## src/rtl/core/mhsd_pkg.sv

```systemverilog
// Package for the magic header stream deframer: field widths, constants, FSM codes.
// No dependencies.
`timescale 1ns / 1ps
`default_nettype none
package mhsd_pkg;
  localparam int OFFSET_BITS = 48;
  localparam logic [7:0] MAGIC_FIRST = 8'h33;
  localparam logic [7:0] MAGIC_SECOND = 8'h66;
  localparam logic [4:0] BASE_LEN = 5'd21;
  localparam logic [22:0] LIMIT_CAP = 23'd4194304;
  localparam logic [1:0] CFG_TAG = 2'd0;
  localparam logic [1:0] CFG_DIR = 2'd1;
  localparam logic [1:0] CFG_LIMIT = 2'd2;
  localparam logic [1:0] KIND_HEADER = 2'd0;
  localparam logic [1:0] KIND_EXT = 2'd1;
  localparam logic [1:0] KIND_BODY = 2'd2;

  typedef enum logic [6:0] {
    ST_HUNT    = 7'b0000001,
    ST_HEADER  = 7'b0000010,
    ST_CHECK   = 7'b0000100,
    ST_DECIDE  = 7'b0001000,
    ST_PAYLOAD = 7'b0010000,
    ST_REPLAY  = 7'b0100000,
    ST_RECAP   = 7'b1000000
  } state_t;

  typedef struct packed {
    logic       take;       // input transfer this cycle
    logic       capture;    // store byte in header
    logic       hunt;       // run the hunter on the current byte
    logic       check;      // evaluate header
    logic       emit_hdr;   // load output with header result
    logic       emit_pay;   // load output with payload byte
    logic       replay_init;
    logic       replay_step;
  } cmd_t;

  typedef struct packed {
    logic       magic_hit;  // current hunt byte completes magic
    logic       hdr_full;   // 21st byte arrives
    logic       hdr_ok;
    logic       none_left;  // header leaves no payload bytes
    logic       pay_last;
    logic       replay_done;
    logic       replay_hit;
  } status_t;

  typedef struct packed {
    logic [1:0]  kind;
    logic [7:0]  payload_byte;
    logic [31:0] versions;
    logic [15:0] command_code;
    logic        encrypted;
    logic [31:0] sequence_res;
    logic [22:0] head_length;
    logic [21:0] body_length;
    logic [47:0] stream_offset;
    logic        last;
    logic [15:0] tag_out;
    logic        direction_out;
  } result_t;
endpackage
`default_nettype wire

```

## src/rtl/core/mhsd_if.sv

```systemverilog
// Valid/ready channel interfaces for byte input and result output.
// Depends on mhsd_pkg.
`timescale 1ns / 1ps
`default_nettype none
interface mhsd_byte_if;
  logic       valid;
  logic       ready;
  logic [7:0] data_byte;
  modport source(output valid, output data_byte, input ready);
  modport sink(input valid, input data_byte, output ready);
endinterface

interface mhsd_result_if;
  logic                valid;
  logic                ready;
  mhsd_pkg::result_t   res;
  modport source(output valid, output res, input ready);
  modport sink(input valid, input res, output ready);
endinterface
`default_nettype wire

```

## src/rtl/core/mhsd_datapath.sv

```systemverilog
// Datapath: header store, length check, counters, replay pointer, output register.
// Depends on mhsd_pkg.
`timescale 1ns / 1ps
`default_nettype none
module mhsd_datapath (
  input  wire logic                 clk,
  input  wire logic                 rst,
  input  wire mhsd_pkg::cmd_t       cmd,
  output mhsd_pkg::status_t         status,
  input  wire logic                 hunt_mode,
  input  wire logic [7:0]           in_byte,
  input  wire logic                 cfg_we,
  input  wire logic [1:0]           cfg_index,
  input  wire logic [22:0]          cfg_data,
  input  wire logic                 out_ready,
  output logic                      out_valid,
  output mhsd_pkg::result_t         out_res
);
  logic [15:0] flow_tag;
  logic        flow_dir;
  logic [22:0] max_len;
  logic [7:0]  hstore [21];
  logic [4:0]  hcount;
  logic [4:0]  rindex;
  logic        half;
  logic [47:0] pos;
  logic [47:0] fstart;
  logic [22:0] remaining;
  logic [31:0] lv_vers;
  logic [15:0] lv_cmd;
  logic        lv_enc;
  logic [31:0] lv_seq;
  logic [22:0] lv_hl;
  logic [21:0] lv_bl;
  logic        ok_reg;
  logic [22:0] rem_reg;

  logic [7:0]  hb;
  logic [15:0] c16;
  logic [31:0] hl32, bl32;
  logic [32:0] sum;
  logic [22:0] lim;
  logic        ok;
  logic        hit;

  // hunt byte: replayed store byte or live input
  always_comb begin
    hb = hunt_mode ? in_byte : hstore[rindex];
    hit = half && (hb == mhsd_pkg::MAGIC_SECOND);
    c16 = {hstore[6], hstore[7]};
    hl32 = {hstore[13], hstore[14], hstore[15], hstore[16]};
    bl32 = {hstore[17], hstore[18], hstore[19], hstore[20]};
    sum = {1'b0, hl32} + {1'b0, bl32};
    lim = (max_len > mhsd_pkg::LIMIT_CAP) ? mhsd_pkg::LIMIT_CAP : max_len;
    ok = (c16 != 16'd0) && (hl32 >= 32'(mhsd_pkg::BASE_LEN)) && (sum <= 33'(lim));
  end

  assign status.magic_hit   = hit;
  assign status.hdr_full    = (hcount == mhsd_pkg::BASE_LEN - 5'd1);
  assign status.hdr_ok      = ok_reg;
  assign status.none_left   = (rem_reg == 23'd0);
  assign status.pay_last    = (remaining <= 23'd1);
  assign status.replay_done = (rindex == mhsd_pkg::BASE_LEN - 5'd1);
  assign status.replay_hit  = hit;

  always_ff @(posedge clk) begin
    if (rst) begin
      flow_tag <= '0;
      flow_dir <= 1'b0;
      max_len <= mhsd_pkg::LIMIT_CAP;
      half <= 1'b0;
      pos <= '0;
      hcount <= '0;
      rindex <= '0;
      remaining <= '0;
      out_valid <= 1'b0;
      lv_vers <= '0; lv_cmd <= '0; lv_enc <= 1'b0;
      lv_seq <= '0; lv_hl <= '0; lv_bl <= '0;
      fstart <= '0;
      ok_reg <= 1'b0;
      rem_reg <= '0;
    end else begin
      if (cfg_we) begin
        case (cfg_index)
          mhsd_pkg::CFG_TAG:   flow_tag <= cfg_data[15:0];
          mhsd_pkg::CFG_DIR:   flow_dir <= cfg_data[0];
          mhsd_pkg::CFG_LIMIT: max_len <= cfg_data;
          default: ;
        endcase
      end
      if (cmd.emit_hdr || cmd.emit_pay) out_valid <= 1'b1;
      else if (out_ready) out_valid <= 1'b0;
      if (cmd.take) pos <= pos + 48'd1;
      // hunter, live or replayed
      if (cmd.hunt) begin
        if (hit) begin
          half <= 1'b0;
          hstore[0] <= mhsd_pkg::MAGIC_FIRST;
          hstore[1] <= mhsd_pkg::MAGIC_SECOND;
          hcount <= 5'd2;
          fstart <= hunt_mode ? pos - 48'd1
                              : fstart + 48'(rindex) - 48'd1;
        end else begin
          half <= (hb == mhsd_pkg::MAGIC_FIRST);
        end
      end
      if (cmd.capture) begin
        hstore[hcount] <= hb;
        hcount <= hcount + 5'd1;
      end
      if (cmd.check) begin
        ok_reg <= ok;
        rem_reg <= hl32[22:0] - 23'(mhsd_pkg::BASE_LEN) + bl32[22:0];
        hcount <= '0;
        if (ok) begin
          lv_vers <= {hstore[2], hstore[3], hstore[4], hstore[5]};
          lv_cmd <= c16;
          lv_enc <= (hstore[8] != 8'd0);
          lv_seq <= {hstore[9], hstore[10], hstore[11], hstore[12]};
          lv_hl <= hl32[22:0];
          lv_bl <= bl32[21:0];
        end
      end
      if (cmd.replay_init) begin
        half <= 1'b0;
        rindex <= 5'd2;
      end else if (cmd.replay_step) begin
        rindex <= rindex + 5'd1;
      end
      if (cmd.emit_hdr) begin
        remaining <= rem_reg;
        out_res.kind <= mhsd_pkg::KIND_HEADER;
        out_res.payload_byte <= 8'd0;
        out_res.last <= (rem_reg == 23'd0);
      end
      if (cmd.emit_pay) begin
        remaining <= (remaining != 23'd0) ? remaining - 23'd1 : remaining;
        out_res.kind <= (remaining > {1'b0, lv_bl}) ? mhsd_pkg::KIND_EXT
                                                    : mhsd_pkg::KIND_BODY;
        out_res.payload_byte <= in_byte;
        out_res.last <= (remaining <= 23'd1);
      end
      if (cmd.emit_hdr || cmd.emit_pay) begin
        out_res.versions <= cmd.emit_hdr ? {hstore[2], hstore[3], hstore[4], hstore[5]}
                                         : lv_vers;
        out_res.command_code <= lv_cmd;
        out_res.encrypted <= lv_enc;
        out_res.sequence_res <= lv_seq;
        out_res.head_length <= lv_hl;
        out_res.body_length <= lv_bl;
        out_res.stream_offset <= fstart;
        out_res.tag_out <= flow_tag;
        out_res.direction_out <= flow_dir;
      end
    end
  end
endmodule
`default_nettype wire

```

## src/rtl/core/mhsd_ctrl.sv

```systemverilog
// Controller FSM: hunt, capture, check, cut-through payload, replay.
// Depends on mhsd_pkg.
`timescale 1ns / 1ps
`default_nettype none
module mhsd_ctrl (
  input  wire logic               clk,
  input  wire logic               rst,
  input  wire logic               in_valid,
  output logic                    in_ready,
  input  wire logic               out_valid,
  input  wire logic               out_ready,
  input  wire mhsd_pkg::status_t  status,
  output mhsd_pkg::cmd_t          cmd,
  output logic                    hunt_mode
);
  mhsd_pkg::state_t state, state_next;
  logic out_free;

  assign out_free = !out_valid || out_ready;

  always_comb begin
    state_next = state;
    cmd = '0;
    in_ready = 1'b0;
    hunt_mode = 1'b1;
    case (state)
      mhsd_pkg::ST_HUNT: begin
        in_ready = 1'b1;
        cmd.take = in_valid;
        cmd.hunt = in_valid;
        if (in_valid && status.magic_hit) state_next = mhsd_pkg::ST_HEADER;
      end
      mhsd_pkg::ST_HEADER: begin
        in_ready = 1'b1;
        cmd.take = in_valid;
        cmd.capture = in_valid;
        if (in_valid && status.hdr_full) state_next = mhsd_pkg::ST_CHECK;
      end
      mhsd_pkg::ST_CHECK: begin
        cmd.check = 1'b1;
        state_next = mhsd_pkg::ST_DECIDE;
      end
      mhsd_pkg::ST_DECIDE: begin
        // after check, decides emit (once the output is free) or replay
        if (status.hdr_ok) begin
          if (out_free) begin
            cmd.emit_hdr = 1'b1;
            state_next = status.none_left ? mhsd_pkg::ST_HUNT : mhsd_pkg::ST_PAYLOAD;
          end
        end else begin
          cmd.replay_init = 1'b1;
          state_next = mhsd_pkg::ST_REPLAY;
        end
      end
      mhsd_pkg::ST_PAYLOAD: begin
        in_ready = out_free;
        cmd.take = in_valid && out_free;
        cmd.emit_pay = in_valid && out_free;
        if (in_valid && out_free && status.pay_last) state_next = mhsd_pkg::ST_HUNT;
      end
      mhsd_pkg::ST_REPLAY: begin
        hunt_mode = 1'b0;
        cmd.hunt = 1'b1;
        cmd.replay_step = 1'b1;
        if (status.replay_hit) begin
          state_next = status.replay_done ? mhsd_pkg::ST_HEADER : mhsd_pkg::ST_RECAP;
        end else if (status.replay_done) begin
          state_next = mhsd_pkg::ST_HUNT;
        end
      end
      mhsd_pkg::ST_RECAP: begin
        // rest of the replayed bytes become header bytes
        hunt_mode = 1'b0;
        cmd.capture = 1'b1;
        cmd.replay_step = 1'b1;
        if (status.replay_done) state_next = mhsd_pkg::ST_HEADER;
      end
      default: state_next = mhsd_pkg::ST_HUNT;
    endcase
  end

  always_ff @(posedge clk) begin
    if (rst) state <= mhsd_pkg::ST_HUNT;
    else state <= state_next;
  end
endmodule
`default_nettype wire

```

## src/rtl/core/magic_header_stream_deframer_unit.sv

```systemverilog
// Top level of the magic header stream deframer: controller plus datapath.
// Depends on mhsd_pkg, mhsd_if, mhsd_ctrl, mhsd_datapath.
//
// Byte input on in_ch (valid/ready); at most one result per transfer on out_ch.
// Hunts 0x33 0x66, captures the 21-byte header, checks it, then passes the
// extension and body bytes through with the header fields attached.
// Hunting and header bytes are taken whenever input is valid. After the 21st
// header byte no input is taken in the check and decide states (header result
// or start of resync); the header result is held in the output register.
// A payload byte gives its result in the cycle after its transfer; a payload
// byte is taken whenever the output register is empty or being drained.
// An invalid header is replayed from byte 2 through byte 20, one byte a cycle,
// during which no input is taken; a magic found during replay turns
// the rest of the replayed bytes into header bytes, and capture then
// continues from the live stream.
// Receiver stall holds the output register and back-pressures payload input.
// rst (synchronous) clears state, positions and registers except the header
// store and output fields; the limit resets to 4194304.
`timescale 1ns / 1ps
`default_nettype none
module magic_header_stream_deframer_unit (
  input  wire logic        clk,
  input  wire logic        rst,
  mhsd_byte_if.sink        in_ch,
  mhsd_result_if.source    out_ch,
  input  wire logic        cfg_we,
  input  wire logic [1:0]  cfg_index,
  input  wire logic [22:0] cfg_data
);
  mhsd_pkg::cmd_t    cmd;
  mhsd_pkg::status_t status;
  logic              hunt_mode;

  mhsd_ctrl u_ctrl (
    .clk, .rst,
    .in_valid(in_ch.valid), .in_ready(in_ch.ready),
    .out_valid(out_ch.valid), .out_ready(out_ch.ready),
    .status, .cmd, .hunt_mode
  );

  mhsd_datapath u_dp (
    .clk, .rst, .cmd, .status, .hunt_mode,
    .in_byte(in_ch.data_byte),
    .cfg_we, .cfg_index, .cfg_data,
    .out_ready(out_ch.ready), .out_valid(out_ch.valid), .out_res(out_ch.res)
  );
endmodule
`default_nettype wire

```

## src/flat_wrapper.sv

```systemverilog
// flat-port wrapper written by rule: the top's interface ports become plain ports
module magic_header_stream_deframer_unit_flat 
  (clk, rst, cfg_we, cfg_index, cfg_data, in_ch_valid, in_ch_data_byte, in_ch_ready, out_ch_valid, out_ch_res, out_ch_ready);
  mhsd_byte_if in_ch_i ();
  mhsd_result_if out_ch_i ();
  input  wire logic clk;
  input  wire logic rst;
  input  wire logic cfg_we;
  input  wire logic [1:0] cfg_index;
  input  wire logic [22:0] cfg_data;
  input wire logic [$bits(in_ch_i.valid)-1:0] in_ch_valid;
  input wire logic [$bits(in_ch_i.data_byte)-1:0] in_ch_data_byte;
  output wire logic [$bits(in_ch_i.ready)-1:0] in_ch_ready;
  output wire logic [$bits(out_ch_i.valid)-1:0] out_ch_valid;
  output wire logic [$bits(out_ch_i.res)-1:0] out_ch_res;
  input wire logic [$bits(out_ch_i.ready)-1:0] out_ch_ready;
  assign in_ch_i.valid = in_ch_valid;
  assign in_ch_i.data_byte = in_ch_data_byte;
  assign in_ch_ready = in_ch_i.ready;
  assign out_ch_valid = out_ch_i.valid;
  assign out_ch_res = out_ch_i.res;
  assign out_ch_i.ready = out_ch_ready;
  magic_header_stream_deframer_unit u_core (.clk(clk), .rst(rst), .in_ch(in_ch_i), .out_ch(out_ch_i), .cfg_we(cfg_we), .cfg_index(cfg_index), .cfg_data(cfg_data));
endmodule
```

## config.mk

```make
export PLATFORM = sky130hd
export DESIGN_NAME = magic_header_stream_deframer_unit_flat
export DESIGN_NICKNAME = d
export VERILOG_FILES = /design/src/rtl/core/mhsd_pkg.sv /design/src/rtl/core/mhsd_if.sv /design/src/rtl/core/mhsd_datapath.sv /design/src/rtl/core/mhsd_ctrl.sv /design/src/rtl/core/magic_header_stream_deframer_unit.sv /design/src/flat_wrapper.sv
export SDC_FILE = /design/constraint.sdc
export NUM_CORES = 2
export LEC_CHECK = 0
export ABC_AREA = 1
export BUFFER_PORTS_ARGS = -buffer_cell sky130_fd_sc_hd__buf_4
export CORE_MARGIN = 2
export CORE_UTILIZATION = 45
export CTS_BUF_LIST = sky130_fd_sc_hd__clkbuf_4 sky130_fd_sc_hd__clkbuf_8 sky130_fd_sc_hd__clkbuf_16
export DETAILED_ROUTE_END_ITERATION = 10
export PLACE_DENSITY = 0.6
export SLEW_MARGIN = 20
export SYNTH_ARGS = -nofsm -noshare
export SYNTH_HDL_FRONTEND = slang
export SYNTH_SLANG_ARGS = --single-unit
export TNS_END_PERCENT = 1
```

## constraint.sdc

```tcl
create_clock -name clk -period 34.9 [get_ports clk]
set_input_delay 3.49 -clock clk [delete_from_list [all_inputs] [get_ports clk]]
set_output_delay 3.49 -clock clk [all_outputs]
set_load 0.005 [all_outputs]
```

# Word-level counts from Yosys, hierarchy flattened
# Memory sizes are Yosys's and may differ from the RTL's. A register that Yosys moved wholly into a read port is not among the register bits.
# Cells that the tools add are included.
[classes] add_sub_neg=10 multipliers=0 div=0 order_cmp=5 n_eq_ne=20 n_shift=0 muxes=53 bitwise=1 reduce_logical=35
[op_table] operator="$sub 48x1->48 const B" n=2
[op_table] operator="$mux 23" n=4
[op_table] operator="$mux 7" n=9
[op_table] operator="$pmux 7 s7" n=1
[op_table] operator="$add 48x1->48 const B" n=1
[op_table] operator="$add 48x5->48" n=1
[op_table] operator="$mux 48" n=1
[op_table] operator="$add 32x32->33" n=1
[op_table] operator="$le 33x23->1" n=1
[op_table] operator="$ge 32x5->1 const B" n=1
[op_table] operator="$mux 32" n=1
[op_table] operator="$mux 5" n=5
[op_table] operator="$add 23x23->23" n=1
[op_table] operator="$gt 23x22->1" n=1
[op_table] operator="$gt 23x23->1 const B" n=1
[op_table] operator="$le 23x1->1 const B" n=1
[op_table] operator="$logic_not 23->1" n=1
[op_table] operator="$reduce_bool 23->1" n=1
[op_table] operator="$sub 23x1->23 const B" n=1
[op_table] operator="$sub 23x5->23 const B" n=1
[op_table] operator="$mux 1" n=21
[op_table] operator="$mux 10" n=2
[op_table] operator="$reduce_and 2->1" n=9
[op_table] operator="$mux 8" n=2
[op_table] operator="29 further kinds" n=54
[word_totals] register_bits=498 latch_bits=0 mem_bits_rw=168 mem_bits_ro=0 in_bits=38 elab_cells=156 mem_count=1
[mem_list] memory="u_core.u_dp.hstore" words=21 word_bits=8 read_ports=20 rd_clocked_by_memory_dff=4 wr=2 line_no="mhsd_datapath.sv:22" text="logic [7:0] hstore [21];"

# Longest topological paths before layout
[logic_depth] depth_word=10 depth_mapped=32 depth_no_buf=30

# Modules after synthesis
# A second synthesis with hierarchy kept.
[unflattened] hier_cells=5212 hier_area_um2=41815.1
[modules_own_cells] module="mhsd_datapath" n_inst=1 cells_per_inst=5094 area_each_um2=41106.9 seq_area_each_um2=20179.4
[modules_own_cells] module="mhsd_ctrl" n_inst=1 cells_per_inst=118 area_each_um2=708.2 seq_area_each_um2=140.1

# Least setup slack after synthesis
# No wires, ideal clock.
[synth_timing] path_kind="in2reg" startpoint="input port out_ch_ready" endpoint="register u_core.u_dp.out_res[0] in the netlist's numbering (enable)" setup_ps=832 arrival_ps=13785 required_time_ps=34068 path_slack_ps=20283 cell_stages=5 n_path_buf=1 path_cell_list="nor2_1 nor2_1 nand2_2 clkbuf_1 a21oi_1"
[synth_via] elab_chain_cells=6 word_cells_on_any_way=8 cone_classes="mux (4); reduce/logical (4)"
[synth_lines] item="from (decl)" line_no="flat_wrapper.sv:16" text="input wire logic [$bits(out_ch_i.ready)-1:0] out_ch_ready;"
[synth_lines] item="$logic_or 1x1->1 *" line_no="mhsd_ctrl.sv:19" text="assign out_free = !out_valid || out_ready;"
[synth_lines] item="$mux 1" line_no="mhsd_ctrl.sv:46" text="if (out_free) begin"
[synth_lines] item="$mux 1" line_no="mhsd_ctrl.sv:45" text="if (status.hdr_ok) begin"
[synth_lines] item="$mux 1" line_no="mhsd_ctrl.sv:26" text="case (state)"
[synth_lines] item="$logic_or 1x1->1 *" line_no="mhsd_datapath.sv:143" text="if (cmd.emit_hdr || cmd.emit_pay) begin"
[synth_lines] item="$reduce_and 2->1 (no line) *"
[synth_lines] item="to (decl)" line_no="mhsd_datapath.sv:17" text="output mhsd_pkg::result_t out_res"
# Mark *: on every way between the ends. The rest lies on a longest branch, timed or not.
# A chain may end at the register's enable or synchronous reset.

# Worst setup path after layout
[layout_timing] startpoint="input port out_ch_ready" endpoint="output port in_ch_ready"
[layout_via] elab_chain_cells=2
[layout_lines] item="$logic_or 1x1->1" line_no="mhsd_ctrl.sv:19"
[layout_lines] item="$pmux 1 s2" line_no="mhsd_ctrl.sv:26"
[layout_lines] item="to (decl)" line_no="flat_wrapper.sv:13" text="output wire logic [$bits(in_ch_i.ready)-1:0] in_ch_ready;"
# No other way between the ends.

==> impl_results.md <==
- Result of the run: complete, no violations
- Part of the Yosys area used for sequential elements: 0.4977
- Post-CTS repair timing setup buffer count: 0
- Area of the core: 90010 um2
- Worst Setup Slack post-DPL: 26790 ps
- Period utilisation layout: 0.2280
- Area of the mapped netlist: 40830 um2
- Clock Root Buffer: clkbuf_16
- Proportion of netlist area held by the largest area contributor: 0.3368
- Syn Inst Count: 4962
- Proportion of register bits with asynchronous set or reset after synthesis: 0
- Met1 wire length: 60.39 mm
- Setup repair after global routing missed its margin: no
- First-pass GRT wire length: 195.4 mm
- Mean routed wirelength per cell: 20.36 um
- Initial core utilization: 0.4536
- DR vias/cell: 5.456
- Maximum number of pins on one net before global-route repair: 111
- Die outline width: 305.2 um
- Hold buffer count at CTS: 0
- Worst clock skew on the final layout: 41.96 ps
- Largest registers: u_core.u_dp.hstore x256, u_core.u_dp.out_res x202
- Top register by number of flip-flops: u_core.u_dp.hstore
- Post-CTS resize count: 0
- Layout cell share with drive strength beyond 1: 0.09842
- Count of input and output buffers: 241
- Antenna violations before repair: 6
- Post-DP HPWL: 95.02 mm
- YS warnings: 0
- Number of global-route vias before repair: 31929
- CTS tree: built
- Clk Latency, worst-skew pair: 670 ps
- Prevailing post-synth register cell: edfxtp_1
- Overall Global Routing Usage: 0.2733
- Clock Pin Slew Worst Setup and Hold Paths: 60 ps
- Die Y-Extent: 305.2 um
- Worst IR Drop VDD: 34.61 uV
- Peak Freq: 125.7 MHz
- Antenna diode count: 0
- Top library cells by usage in the layout, fill and taps aside: nand2_1, nor2_1, inv_1
- Cell row count: 110
- Final routed DRC violation total: 0
- Wire length on met3: 13.69 mm
- Cell type of the slowest stage on the worst timing path: o21ai_0
- Worst slew margin relative to its limit: 0.2803
- First-pass iteration count of the detailed router: 6
- Class of the worst hold path: reg -> reg
- Synthesized net count: 5183
- Leakage power of the design: 0.02031 uW
- Number of nets with antenna violations after routing: 0
- Detail Route met2 WL: 52.51 mm
- CP peak stage delay: 570 ps
- Number of design-rule violations left by the first detailed-router iteration: 3797
- Die ar.: 93160 um2
- Number of synthesized register bits: 786
- Power density over the cells: 48.98 nW/um2
- Type of the worst setup path: in -> out
- WP data required: 31410 ps
- Post-Syn Area per Cell: 8.228 um2
- Number of sinks handled by clock tree synthesis: 786
- Filler Cells Inserted: 8675
- Number of flops mapped to enable cells by yosys: 458
- Final critical path time including I/O delays and setup: 7956 ps
- Highest metal layer with signal wires: met5
- Final count of pins violating max slew: 0
- Overall overflow remaining after global route: 0
- Number of vias in the routed layout: 34799
- Number of flip-flops under the largest register name: 256
- Top fanout value on the critical path: 5
- Most common library cell in the layout ignoring fill and taps: nand2_1
- Final worst setup slack: 26940 ps
- Clock buffer depth: 3
- Top-level I/O count: 242
- H-tree Lvls: 3
- Hold Violations, Final: 0
- GPL Wtd Cong: 0.9837
- CP most frequent cell: buf_4
- Setup TNS after final layout: 0 ps
- Dominant cell type by area after synthesis: edfxtp_1
- Number of maximum-capacitance constraint violations: 0
- Total wire length after detailed routing: 129.9 mm
- Chain of cells forming the critical path: buf_4 > nor2_1 > o21ai_0 > buf_4
- Data arrival, critical path: 4470 ps
- Count of nets after finishing: 5354
- Area delta synth->final: 13.61%
- Startpoint kind of the worst setup timing path: input port
- Number of distinct library cells after synthesis: 59
- Endpoint kind of the worst setup timing path: primary output
- TritonCTS Buffers: 82
- Slew of the pin with the lowest slew margin: 1080 ps
- Number of endpoints failing setup at the final stage: 0
- Top cells by area in the synthesized netlist: edfxtp_1, dfxtp_1, nand2_1
[final cells by class]
type	instances	area, um2	share of cell area
Timing Repair Buffer	272	2046	0.04410
Multi-Input combinational cell	3356	17270	0.3722
Sequential cell	786	20320	0.4382
Inverter	635	2392	0.05158
Tap cell	1176	1471	0.03172
Clock inverter	40	474.2	0.01022
Clock buffer	113	2411	0.05198
[cell usage after synthesis, types with 14 or more instances]
| library cell | n |
|---|---|
| ha_1 | 178 |
| nand2_1 | 882 |
| o21ai_1 | 26 |
| nor4_1 | 40 |
| dfxtp_1 | 328 |
| nor3_1 | 75 |
| a31oi_1 | 44 |
| inv_1 | 613 |
| o211ai_1 | 44 |
| nor2_1 | 737 |
| buf_1 | 15 |
| xor2_1 | 74 |
| buf_2 | 57 |
| nand3_1 | 367 |
| xnor2_1 | 26 |
| nor2_2 | 33 |
| a21o_1 | 14 |
| clkbuf_1 | 94 |
| o21ai_0 | 331 |
| a21oi_1 | 309 |
| nand4_1 | 56 |
| edfxtp_1 | 458 |
| inv_2 | 18 |
[worst paths after layout]
path	depth (start not counted)	slack, ps	from	to
worst min-delay path	0	420	u_core.u_dp.fstart[0]$_SDFFE_PP0P_	u_core.u_dp.out_res[18]$_DFFE_PP_
worst min register to register	0	420	u_core.u_dp.fstart[0]$_SDFFE_PP0P_	u_core.u_dp.out_res[18]$_DFFE_PP_
worst max-delay path	4	26940	out_ch_ready	in_ch_ready
worst max register to register	17	28350	u_core.u_dp.rindex[0]$_SDFFE_PP0N_	u_core.u_dp.hstore[0][5]$_SDFFCE_PN1P_
[critical path: cells and delay by family]
kind            cells  cell delay (ps)
simple gates        1               80
buf+inv             2              320
compound gates      1              570
[metal layers]
layer,GRT usage,vias to the layer above
li1,-,16867
met1,0.4133,16276
met2,0.3839,1454
met3,0.06968,198
met4,0.07435,4
met5,0,-
[through the flow]
stage               utilization  cell area (um2)  power (uW)  hold slack [ps]  instances
finish                   0.5153            46380        2272            421.0       6378
global route             0.5153            46380        2352            433.5       6378
CTS                      0.5152            46380        2278            418.9       6378
detailed placement       0.4832            43490        1353            412.4       6225
global placement         0.4832            43490        1353            406.6       6225
floorplan                     -            40830        1231            403.0       4962
[kinds of logic after synthesis]
group | Yosys count | synth area share
fa+ha+maj | 183 | 0.05700
buf+inv | 820 | 0.08014
compound gates | 840 | 0.1127
flops | 786 | 0.4977
xor+xnor | 100 | 0.02145
simple gates | 2233 | 0.2311
[power breakdown]
group          total [uW]  switching [uW]  internal, uW
Sequential           1010            10.6           994
Clock                 928             387           541
Combinational         339             250          89.3
(Power assumes the default switching activity.)
